File: src/hw/rtl/sdtq_pkg.sv
// Shared constants and types for the sorted deadline timer queue.
package sdtq_pkg;

  // Defaults for the top-level parameters
  localparam int DefQueueDepth = 16;
  localparam int DefHandleBits = 8;

  // Field widths fixed by the interface
  localparam int TickBits    = 32;
  localparam int PortHandleW = 8;
  localparam int PeriodBits  = 8;

  // Reset value of the task switch period
  localparam logic [PeriodBits-1:0] PeriodReset = 8'd10;

  // Result kinds
  typedef enum logic [1:0] {
    KIND_EXPIRED = 2'd0,
    KIND_SWITCH  = 2'd1,
    KIND_REJECT  = 2'd2
  } kind_t;

endpackage

File: src/hw/rtl/sdtq_ram.sv
// Single-port-write, single-port-read entry memory with registered read data.
module sdtq_ram import sdtq_pkg::*; #(
  parameter int DEPTH  = DefQueueDepth,
  parameter int DATA_W = TickBits + DefHandleBits,
  parameter int ADDR_W = $clog2(DefQueueDepth)
) (
  input  logic              clk,
  input  logic              we,
  input  logic [ADDR_W-1:0] waddr,
  input  logic [DATA_W-1:0] wdata,
  input  logic [ADDR_W-1:0] raddr,
  output logic [DATA_W-1:0] rdata
);

  logic [DATA_W-1:0] mem [DEPTH];

  // write port
  always_ff @(posedge clk) begin
    if (we) begin
      mem[waddr] <= wdata;
    end
  end

  // read port, registered read data
  always_ff @(posedge clk) begin
    rdata <= mem[raddr];
  end

endmodule

File: src/hw/rtl/sorted_deadline_timer_queue.sv
// Top level of the sorted deadline timer queue.
//
// Usage:
//   Requests come in on start/mode/handle/delay and are taken at a clock edge
//   with start high and busy low. mode 0 sets a timer at tick_count + delay;
//   mode 1 is one clock tick. Results leave on kind/expired_handle/last, each
//   marked by result_valid for exactly one cycle; the receiver cannot stall,
//   so every result is taken in the cycle it is shown. last marks the final
//   result of a request.
//   switch_period is written through cfg_we/cfg_wdata while the block is idle.
// Timing:
//   Entries sit in a circular buffer in one synchronous RAM (registered read
//   data). A set walks backward from the tail one entry per cycle, moving
//   later deadlines up by one slot. A set on a full queue is rejected without
//   busy rising; the result follows in the next cycle. A tick reads the head
//   once per cycle; each result is held until it is known whether more
//   follow, the last shown in the cycle busy falls. A new request can be
//   taken in the cycle busy falls.
// Reset:
//   rst (synchronous) empties the queue, clears the tick count and phase and
//   sets switch_period to 10. RAM contents are not cleared.
module sorted_deadline_timer_queue import sdtq_pkg::*; #(
  parameter int QUEUE_DEPTH = DefQueueDepth,
  parameter int HANDLE_BITS = DefHandleBits
) (
  input  logic                   clk,
  input  logic                   rst,
  input  logic                   start,
  output logic                   busy,
  input  logic                   mode,
  input  logic [PortHandleW-1:0] handle,
  input  logic [TickBits-1:0]    delay,
  output logic                   result_valid,
  output logic [1:0]             kind,
  output logic [PortHandleW-1:0] expired_handle,
  output logic                   last,
  input  logic                   cfg_we,
  input  logic [PeriodBits-1:0]  cfg_wdata
);

  localparam int IDX_W  = $clog2(QUEUE_DEPTH);
  localparam int CNT_W  = $clog2(QUEUE_DEPTH + 1);
  localparam int SUM_W  = CNT_W + 1;
  localparam int DATA_W = TickBits + HANDLE_BITS;

  typedef enum logic [3:0] {
    ST_IDLE = 4'b0001,
    ST_INS  = 4'b0010,
    ST_PUT  = 4'b0100,
    ST_POP  = 4'b1000
  } state_t;

  state_t                  state;
  logic [TickBits-1:0]     tick_count;
  logic [PeriodBits-1:0]   switch_phase;
  logic [PeriodBits-1:0]   switch_period;
  logic [IDX_W-1:0]        head;
  logic [CNT_W-1:0]        entry_count;
  logic [CNT_W-1:0]        slot;
  logic [TickBits-1:0]     ins_deadline;
  logic [HANDLE_BITS-1:0]  ins_handle;
  logic                    pend_valid;
  kind_t                   pend_kind;
  logic [HANDLE_BITS-1:0]  pend_handle;

  // logical index -> RAM address, wrapping at the queue depth
  function automatic logic [IDX_W-1:0] phys(input logic [IDX_W-1:0] base,
                                            input logic [CNT_W-1:0] ofs);
    logic [SUM_W-1:0] sum;
    sum = SUM_W'(base) + SUM_W'(ofs);
    if (sum >= SUM_W'(QUEUE_DEPTH)) begin
      sum = sum - SUM_W'(QUEUE_DEPTH);
    end
    return sum[IDX_W-1:0];
  endfunction

  // handle width conversion between port and storage
  logic [PortHandleW+HANDLE_BITS-1:0] handle_wide;
  logic [HANDLE_BITS-1:0]             handle_store;
  logic [PortHandleW+HANDLE_BITS-1:0] store_wide;
  logic [PortHandleW+HANDLE_BITS-1:0] pend_wide;
  assign handle_wide  = {{HANDLE_BITS{1'b0}}, handle};
  assign handle_store = handle_wide[HANDLE_BITS-1:0];
  assign store_wide   = {{PortHandleW{1'b0}}, handle_store};
  assign pend_wide    = {{PortHandleW{1'b0}}, pend_handle};

  // RAM ports
  logic                ram_we;
  logic [CNT_W-1:0]    rd_ofs;
  logic [IDX_W-1:0]    ram_raddr;
  logic [IDX_W-1:0]    ram_waddr;
  logic [DATA_W-1:0]   ram_wdata;
  logic [DATA_W-1:0]   ram_rdata;
  logic [TickBits-1:0] rd_deadline;
  logic [HANDLE_BITS-1:0] rd_handle;

  assign rd_deadline = ram_rdata[DATA_W-1:HANDLE_BITS];
  assign rd_handle   = ram_rdata[HANDLE_BITS-1:0];

  // decisions taken on the entry read last cycle
  logic move_up;
  logic expire;
  assign move_up = rd_deadline > ins_deadline;
  assign expire  = (entry_count != '0) && (rd_deadline <= tick_count);

  // tick phase update
  logic [PeriodBits-1:0] phase_inc;
  logic                  switch_due;
  assign phase_inc  = switch_phase + PeriodBits'(1);
  assign switch_due = (phase_inc >= switch_period) || (switch_period == '0);

  logic accept;
  assign accept = start && (state == ST_IDLE);
  assign busy   = (state != ST_IDLE);

  // RAM address and write control
  always_comb begin
    ram_we    = 1'b0;
    rd_ofs    = '0;
    ram_wdata = {ins_deadline, ins_handle};
    case (state)
      ST_IDLE: begin
        rd_ofs = mode ? '0 : entry_count - CNT_W'(1);
      end
      ST_INS: begin
        ram_we = 1'b1;
        rd_ofs = slot - CNT_W'(2);
        if (move_up) begin
          ram_wdata = ram_rdata;
        end
      end
      ST_PUT: begin
        ram_we = 1'b1;
      end
      ST_POP: begin
        rd_ofs = CNT_W'(1);
      end
      default: begin
        ram_we = 1'b0;
      end
    endcase
  end

  assign ram_raddr = phys(head, rd_ofs);
  assign ram_waddr = phys(head, slot);

  sdtq_ram #(
    .DEPTH  (QUEUE_DEPTH),
    .DATA_W (DATA_W),
    .ADDR_W (IDX_W)
  ) u_ram (
    .clk   (clk),
    .we    (ram_we),
    .waddr (ram_waddr),
    .wdata (ram_wdata),
    .raddr (ram_raddr),
    .rdata (ram_rdata)
  );

  // configuration register
  always_ff @(posedge clk) begin
    if (rst) begin
      switch_period <= PeriodReset;
    end else if (cfg_we) begin
      switch_period <= cfg_wdata;
    end
  end

  // sequencer
  always_ff @(posedge clk) begin
    if (rst) begin
      state        <= ST_IDLE;
      tick_count   <= '0;
      switch_phase <= '0;
      head         <= '0;
      entry_count  <= '0;
      pend_valid   <= 1'b0;
      result_valid <= 1'b0;
    end else begin
      result_valid <= 1'b0;
      case (state)
        ST_IDLE: begin
          if (accept && !mode) begin
            if (entry_count == CNT_W'(QUEUE_DEPTH)) begin
              // queue full: reject at once
              result_valid   <= 1'b1;
              kind           <= KIND_REJECT;
              expired_handle <= store_wide[PortHandleW-1:0];
              last           <= 1'b1;
            end else begin
              ins_deadline <= tick_count + delay;
              ins_handle   <= handle_store;
              slot         <= entry_count;
              state        <= (entry_count == '0) ? ST_PUT : ST_INS;
            end
          end else if (accept) begin
            tick_count   <= tick_count + TickBits'(1);
            switch_phase <= switch_due ? '0 : phase_inc;
            pend_valid   <= switch_due;
            pend_kind    <= KIND_SWITCH;
            pend_handle  <= '0;
            state        <= ST_POP;
          end
        end
        ST_INS: begin
          // walk backward from the tail
          if (move_up) begin
            slot <= slot - CNT_W'(1);
            if (slot == CNT_W'(1)) begin
              state <= ST_PUT;
            end
          end else begin
            entry_count <= entry_count + CNT_W'(1);
            state       <= ST_IDLE;
          end
        end
        ST_PUT: begin
          entry_count <= entry_count + CNT_W'(1);
          state       <= ST_IDLE;
        end
        ST_POP: begin
          // a held result goes out once it is known whether more follow
          if (pend_valid) begin
            result_valid   <= 1'b1;
            kind           <= pend_kind;
            expired_handle <= pend_wide[PortHandleW-1:0];
            last           <= !expire;
          end
          if (expire) begin
            pend_valid  <= 1'b1;
            pend_kind   <= KIND_EXPIRED;
            pend_handle <= rd_handle;
            head        <= (head == IDX_W'(QUEUE_DEPTH - 1)) ? '0 : head + IDX_W'(1);
            entry_count <= entry_count - CNT_W'(1);
          end else begin
            pend_valid <= 1'b0;
            state      <= ST_IDLE;
          end
        end
        default: begin
          state <= ST_IDLE;
        end
      endcase
    end
  end

`ifndef SYNTH
  // queue never holds more than its depth
  a_count_bound: assert property (@(posedge clk) disable iff (rst)
    entry_count <= CNT_W'(QUEUE_DEPTH))
    else $error("entry count above queue depth");

  // no held result survives the end of a tick
  a_pend_idle: assert property (@(posedge clk) disable iff (rst)
    (state == ST_IDLE) |-> !pend_valid)
    else $error("held result left behind in idle");

  // a set on a full queue is rejected in the next cycle
  a_reject: assert property (@(posedge clk) disable iff (rst)
    (accept && !mode && entry_count == CNT_W'(QUEUE_DEPTH))
      |=> (result_valid && kind == KIND_REJECT && last))
    else $error("missing reject result");

  // sets never produce results other than a reject
  a_set_quiet: assert property (@(posedge clk) disable iff (rst)
    (state == ST_INS || state == ST_PUT) |-> !result_valid || kind == KIND_REJECT)
    else $error("unexpected result during insert");

  // the tail never grows past the depth on insert
  a_no_full_insert: assert property (@(posedge clk) disable iff (rst)
    (state == ST_PUT) |-> entry_count < CNT_W'(QUEUE_DEPTH))
    else $error("insert into a full queue");
`endif

endmodule

File: config.mk
export PLATFORM = sky130hd
export DESIGN_NAME = sorted_deadline_timer_queue
export DESIGN_NICKNAME = d
export VERILOG_FILES = /design/src/hw/rtl/sdtq_pkg.sv /design/src/hw/rtl/sdtq_ram.sv /design/src/hw/rtl/sorted_deadline_timer_queue.sv
export SDC_FILE = /design/constraint.sdc
export NUM_CORES = 1
export LEC_CHECK = 0
export BUFFER_PORTS_ARGS = -buffer_cell sky130_fd_sc_hd__buf_2
export CORE_UTILIZATION = 50
export CTS_CLUSTER_DIAMETER = 80
export DETAILED_ROUTE_END_ITERATION = 16
export PLACE_DENSITY_LB_ADDON = 0.05
export SLEW_MARGIN = 20
export SYNTH_ARGS = -nofsm -noshare
export SYNTH_HDL_FRONTEND = slang
export SYNTH_HIERARCHICAL = 1
export SYNTH_SLANG_ARGS = --single-unit
File: constraint.sdc
create_clock -name clk -period 7.6 [get_ports clk]
set_clock_uncertainty 0.05 [all_clocks]
set_input_delay 0 -clock clk [delete_from_list [all_inputs] [get_ports clk]]
set_output_delay 0 -clock clk [all_outputs]
set_load 0.005 [all_outputs]
==> summary.md, run 1 <==
| Metric | Value |
|---|---|
| Starting Density | `50.95%` |
| Final RePlAce weighted congestion | `0.8231` |
| Worst-Margin Slew | `1.057 ns` |
| Core Region | `67,630 sq um` |
| Post-CTS Setup Bufs | `0` |
| Final Max Tran Viols | `0` |
| Post-synth EDFFs | `705` |
| Initial antenna violation count | `3` |
| DRC viols | `0` |
| Worst IR Drop VDD | `158.3 uV` |
| Ant diodes | `0` |
| Crit. End Element | `flop` |
| Commonest non-fill, non-tap cell in the layout | `edfxtp_1` |
| Crit path depth | `12` |
| Biggest area consumer among synthesized cells | `edfxtp_1` |
| CTS Root Cell | `clkbuf_16` |
| Final hold vios | `0` |
| Post-Syn Instances | `2,089` |
| Via Count | `19,100` |
| CTS tree | `done` |
| Number of global-route vias before repair | `19,280` |
| Synthesis-to-layout area growth | `14.52%` |
| First-pass GRT wire length | `122,600 microns` |
| Cells taking the most area after synthesis | `edfxtp_1 61%, mux4_2 6.5%, dfxtp_1 6.0%, mux4_1 4.6%, ha_1 4.3%` |
| CTS max path bufs | `3` |
| Worst path cell trace | `nor4b_4 -> inv_1 -> nor2_1 -> a211o_1 -> ha_4 -> inv_1 -> fa_1 -> inv_6 -> buf_4 -> mux4_2 -> a22oi_1 -> nand2_1` |
| Hold depth | `2` |
| CP dominant cell by count | `inv_1` |
| Antenna-violating nets left | `0` |
| Final Cell Area | `39,460 sq um` |
| Clk slew on worst S/H paths | `0.06 ns` |
| Crit path time final | `4.619 ns` |
| Post-Syn Nets | `2,263` |
| WL/cell | `25.46 microns` |
| Drt first pass iters | `5` |
| Routed WL | `82,070 microns` |
| RSZ-0062 raised after global routing | `no` |
| Global-route usage over all layers | `23.91%` |
| Worst EP arrival | `5.08 ns` |
| Max FO, Critical Path | `87` |
| Filler Cell Count | `5,113` |
| Most frequent cells in the layout | `705 x edfxtp_1, 144 x nand2_1, 117 x ha_1, 103 x dfxtp_1, 100 x mux4_2` |
| Post-DP HPWL | `44,860 microns` |
| Top cell family by delay on the critical path | `buffers and inverters` |
| Final period utilization | `60.78%` |
| Relative slew slack | `28.88%` |
| Global route overflow | `0` |
| Cell Pwr Density | `254.7 nW/um^2` |
| CTS buffer count | `85` |
| Ys Warns | `6` |
| Worst path bufs/invs | `4` |
| 1st-iter DRT viols | `1,541` |
| Fraction of layout cells with a size suffix above 1 | `16.21%` |
| Vias/cell | `5.926` |
| IO buf count | `65` |
| Slowest cell on crit path | `inv_6` |
| Placed cell area | `35,850 sq um` |
| Reg2Reg Depth | `12` |
| Max cap viols | `0` |
| Async SR Flop Fraction | `0%` |
| CP required | `8.06 ns` |
| Lkg Pwr | `13.75 nW` |
| Nets | `2,455` |
| Yosys cell types | `76` |
| Max stage delay on crit path | `0.64 ns` |
| I/O pins | `66` |
| Avg Cell Area, Syn | `16.50 sq um` |
| Crit path launch type | `flop` |
| Final setup fails | `0` |
| Worst min-delay path class | `input port to flop` |
| Final TNS setup | `0 ns` |
| H-Tree Level Count | `3` |
| Sequential-to-total area share from yosys stat | `67.41%` |
| Min Hold Slack | `0.04745 ns` |
| Status | `finished clean` |
| Max Clk Rate | `0.2165 GHz` |
| Clk_lat worst skew | `0.63 ns` |
| Die area | `69,980 sq um` |
| CTS sink cnt | `808` |
| Die Wd | `264.5 microns` |
| Synthesized area | `34,460 sq um` |
| Crit Path Class | `flop to flop` |
| Most used DFF post-synth | `edfxtp_1` |
| Die height | `264.5 microns` |
| Yosys reg bits | `808` |
| Post-synth top area share | `61.43%` |
| Largest net degree at the start of global routing | `88` |
| Post-cts resize count | `0` |
| Row Count | `95` |
-- power breakdown --
group / internal [mW] / switching, mW / leakage, nW
Clock: 2.40 / 1.73 / 1.38
Combinational: 0.437 / 0.502 / 5.19
Sequential: 4.88 / 0.104 / 7.19
Total: 7.71 / 2.34 / 13.8
-- Yosys cell counts (all sizes together), types with 3 or more instances --
| library cell | instances |
|---|---|
| o21bai | 3 |
| or3 | 5 |
| and2 | 16 |
| a31oi | 6 |
| a22oi | 81 |
| fa | 3 |
| and3 | 11 |
| inv | 100 |
| a21o | 42 |
| mux2i | 10 |
| o21a | 5 |
| nand3 | 35 |
| nor2 | 95 |
| edfxtp | 705 |
| o22ai | 3 |
| a21oi | 73 |
| a21boi | 4 |
| o31ai | 4 |
| nor2b | 12 |
| nand4 | 26 |
| a211oi | 6 |
| nand2b | 9 |
| dfxtp | 103 |
| o21ai | 67 |
| buf | 34 |
| o211ai | 5 |
| xor2 | 15 |
| mux4 | 160 |
| xnor2 | 60 |
| nor3 | 21 |
| nand3b | 7 |
| nand2 | 144 |
| mux2 | 13 |
| ha | 118 |
| nor4 | 9 |
| clkbuf | 46 |
-- per-layer routing --
layer / wire (microns) / vias up / global-route usage [%]
met4: 1854 / 0 / 6.647
met2: 39010 / 563 / 38.29
met1: 36620 / 9817 / 34.26
li1: - / 8614 / -
met3: 4592 / 110 / 3.604
met5: 0 / - / 0
-- layout make-up --
cell class / instances / area [sq um] / share of cell area [%]
Multi-Input combinational cell: 1101 / 10510 / 26.64
Clock inverter: 41 / 410.4 / 1.040
Tap cell: 873 / 1092 / 2.768
Sequential cell: 808 / 23230 / 58.87
Inverter: 100 / 380.4 / 0.9638
Clock buffer: 116 / 2396 / 6.071
Timing Repair Buffer: 185 / 1439 / 3.646
-- cell families after synthesis --
logic type	synth area share (%)
flip-flops	67.41
AO/OA/AOI/OAI	5.933
buffers and inverters	2.600
multiplexers	11.83
adder cells (fa/ha/maj)	4.459
AND/OR/NAND/NOR	5.864
XOR/XNOR	1.906
-- repair_timing --
action / 4_1_cts / 5_1_grt
endpoints found under the hold margin: 113 / 0
setup endpoints to repair: 0 / 0
hold buffers: 80 / 0
-- through the flow --
step / std cells / power (mW) / util, % / setup slack [ns]
after global placement: 2987 / 5.964 / 53.01 / 3.112
final: 3224 / 10.05 / 58.35 / 2.981
after global routing: 3224 / 10.41 / 58.35 / 2.594
after detailed placement: 2987 / 5.984 / 53.01 / 2.973
after CTS: 3224 / 10.14 / 58.34 / 2.971
after floorplan: 2089 / 5.710 / - / 2.511
-- worst paths after layout --
| path | slack, ns | startpoint | to |
|---|---|---|---|
| setup / recovery | 2.98 | state[1] | u_ram/rdata[24] |
| hold / removal | 0.05 | handle[7] | ins_handle[7] |
| setup reg to reg | 2.98 | state[1] | u_ram/rdata[24] |
| hold reg to reg | 0.42 | switch_phase[7] | switch_phase[7] |
-- state kept, by name, summed over array words and instances, names as in the netlist --
signal          count
result_valid        1
ins_handle          8
head                4
pend_handle         8
kind                2
pend_kind           1
ins_deadline       32
entry_count         5
u_ram/rdata        40
pend_valid          1
switch_phase        8
u_ram/mem         640
state               4
expired_handle      8
switch_period       8
slot                5
tick_count         32
last                1
No activity file was read; power rests on OpenSTA's default activity.
==> inputs of run 2 (changes only) <==
==> constraint.sdc (replaced) <==
create_clock -name clk -period 3.7 [get_ports clk]
set_clock_uncertainty 0.05 [all_clocks]
set_input_delay 0 -clock clk [delete_from_list [all_inputs] [get_ports clk]]
set_output_delay 0 -clock clk [all_outputs]
set_load 0.005 [all_outputs]
==> summary.md, run 2 (synthesis gave the netlist of run 1 again) <==
| Metric | Value |
|---|---|
| Status | `finished clean` |
| RR Endpoint | `u_ram/rdata[1]` |
| Fin util | `59.91%` |
| Final hold vios | `0` |
| DRC viols | `0` |
| Nets | `2,511` |
| Cell Pwr Density | `521.9 nW/um^2` |
| Final TNS setup | `0 ns` |
| Die Wd | `264.5 microns` |
| 1st-iter DRT viols | `1,540` |
| Min Hold Slack | `0.05369 ns` |
| I/O pins | `66` |
| Met3 Track Usage GR | `4.394%` |
| Worst IR Drop VDD | `361.5 uV` |
| Final Max Tran Viols | `0` |
| Largest register FFs | `640` |
| Gr busiest metal | `met2` |
| CTS buffer count | `85` |
| Synthesis-to-layout area growth | `17.57%` |
| Clk network pwr share | `41.8%` |
| Power consumption | `21.15 mW` |
| Core Region | `67,630 sq um` |
| Routed WL | `82,250 microns` |
| Met1 Use GR | `33.08%` |
| Finished Layout Cells | `3,282` |
| Crit Path Class | `flop to flop` |
| Number of global-route vias before repair | `19,430` |
| Net Sw Power | `4.831 mW` |
| Global-route usage over all layers | `23.83%` |
| Hold path start | `handle[1]` |
| Die area | `69,980 sq um` |
| Reg2Reg Depth | `13` |
| Worst EP arrival | `4.01 ns` |
| Final period utilization | `94.55%` |
| IO buf count | `65` |
| First-pass GRT wire length | `121,700 microns` |
| Hold path endpoint | `ins_handle[1]` |
| Worst-Margin Slew | `0.9733 ns` |
| Critical R2R Launch | `state[1]` |
| Final setup fails | `0` |
| WL/cell | `25.06 microns` |
| Starting Density | `50.95%` |
| CTS max path bufs | `3` |
| Worst path cell trace | `or4b_1 -> o22a_1 -> inv_1 -> ha_1 -> a21o_1 -> a21oi_1 -> xor2_1 -> xnor2_2 -> buf_4 -> and2_2 -> buf_4 -> a22oi_1 -> nand2_1` |
| Slowest cell on crit path | `or4b_1` |
| Die height | `264.5 microns` |
| Most frequent cells in the layout | `705 x edfxtp_1, 144 x nand2_1, 117 x ha_1, 103 x dfxtp_1, 100 x mux4_2` |
| Post-DP HPWL | `49,150 microns` |
| Antenna-violating nets left | `0` |
| Max cap viols | `0` |
| Reg2Reg Setup Slack | `0.20 ns` |
| H-Tree Level Count | `3` |
| Met2 Resource Use GR | `39.05%` |
| Inst Count DP | `3,047` |
| Max FO, Critical Path | `12` |
| Lkg Pwr | `14.23 nW` |
| Fraction of layout cells with a size suffix above 1 | `18.52%` |
| Vias/cell | `5.866` |
| Commonest non-fill, non-tap cell in the layout | `edfxtp_1` |
| CTS sink cnt | `808` |
| Clk slew on worst S/H paths | `0.06 ns` |
| Gate power share | `9.8%` |
| Row Count | `95` |
| CP required | `4.22 ns` |
| Largest register by flop count | `u_ram/mem` |
| Largest net degree at the start of global routing | `58` |
| Hold depth | `2` |
| Switching Share | `22.85%` |
| CTS tree | `done` |
| Worst min-delay path class | `input port to flop` |
| Drt first pass iters | `5` |
| Crit. End Element | `flop` |
| Crit path launch type | `flop` |
| CP dominant cell by count | `buf_4` |
| Max stage delay on crit path | `0.54 ns` |
| Biggest regs | `u_ram/mem: 640 flops, u_ram/rdata: 40 flops` |
| Global route overflow | `0` |
| Power Internal | `16.32 mW` |
| Filler Cell Count | `5,039` |
| Final RePlAce weighted congestion | `0.8176` |
| Via Count | `19,250` |
| Clk_lat worst skew | `0.64 ns` |
| Relative slew slack | `34.68%` |
| Sequential Power Share | `48.4%` |
| Max Clk Rate | `0.2858 GHz` |
| CTS Root Cell | `clkbuf_16` |
| Initial antenna violation count | `0` |
| Crit path time final | `3.498 ns` |
-- run 2: power by group through the flow --
| stage | sequential (mW) | combinational, mW | clock, mW |
|---|---|---|---|
| floorplan | 10.3 | 1.43 | 0 |
| global placement | 10.4 | 1.96 | 0 |
| detailed placement | 10.4 | 2.01 | 0 |
| CTS | 10.2 | 2.08 | 9.01 |
| global route | 10.3 | 2.27 | 9.32 |
| finish | 10.2 | 2.07 | 8.83 |
-- run 2: per-layer routing --
metal  wire (microns)  vias to the layer above
li1                 -                     8747
met1            35780                     9826
met4             1739                        0
met3             5079                      124
met2            39660                      555
met5                0                        -
-- run 2: area by class of cell --
| type | instances | area, sq um | area share, % |
|---|---|---|---|
| clock inverter | 44 | 585.6 | 1.445 |
| sequential | 808 | 23230 | 57.34 |
| inverter | 100 | 380.4 | 0.9388 |
| timing repair buffer | 241 | 2317 | 5.719 |
| clock buffer | 114 | 2359 | 5.821 |
| multi-input combinational | 1101 | 10550 | 26.04 |
| antenna | 1 | 2.502 | 0.006176 |
| tap | 873 | 1092 | 2.696 |
-- run 2: repair_timing --
| action | in CTS | in global routing |
|---|---|---|
| hold buffers | 73 | 0 |
| buffers inserted | 0 | 3 |
| endpoints found under the setup margin | 0 | 20 |
| resized for setup | 0 | 1 |
| hold endpoints to repair | 74 | 0 |
-- run 2: how the worst max path moves through the flow --
stage / startpoint / to / slack, ns / cells past startpoint
final: state[1] / u_ram/rdata[1] / 0.20 / 13
after global routing: state[1] / u_ram/rdata[1] / -0.01 / 14
after CTS: ins_deadline[25] / u_ram/mem[8][11] / 0.11 / 9
after detailed placement: u_ram/rdata[37] / u_ram/mem[13][11] / 0.11 / 8
after global placement: u_ram/rdata[37] / u_ram/mem[5][14] / 0.18 / 8
after floorplan: head[0] / u_ram/mem[1][0] / -0.19 / 6
-- run 2: worst max-delay path, delay by kind of cell, from the launching register on --
| kind | cells | cell delay, ns |
|---|---|---|
| compound gates | 4 | 0.69 |
| xor+xnor | 2 | 0.46 |
| simple gates | 3 | 0.99 |
| fa+ha+maj | 1 | 0.22 |
| flops | 1 | 0.46 |
| buf+inv | 3 | 0.58 |
-- run 2: through the flow --
step | setup slack, ns | instance area [sq um]
2_1_floorplan | -0.1930 | 34500
3_3_place_gp | 0.1756 | 36790
3_5_place_dp | 0.1085 | 36790
4_1_cts | 0.1105 | 40470
5_1_grt | -0.009983 | 40520
6_report | 0.2017 | 40520
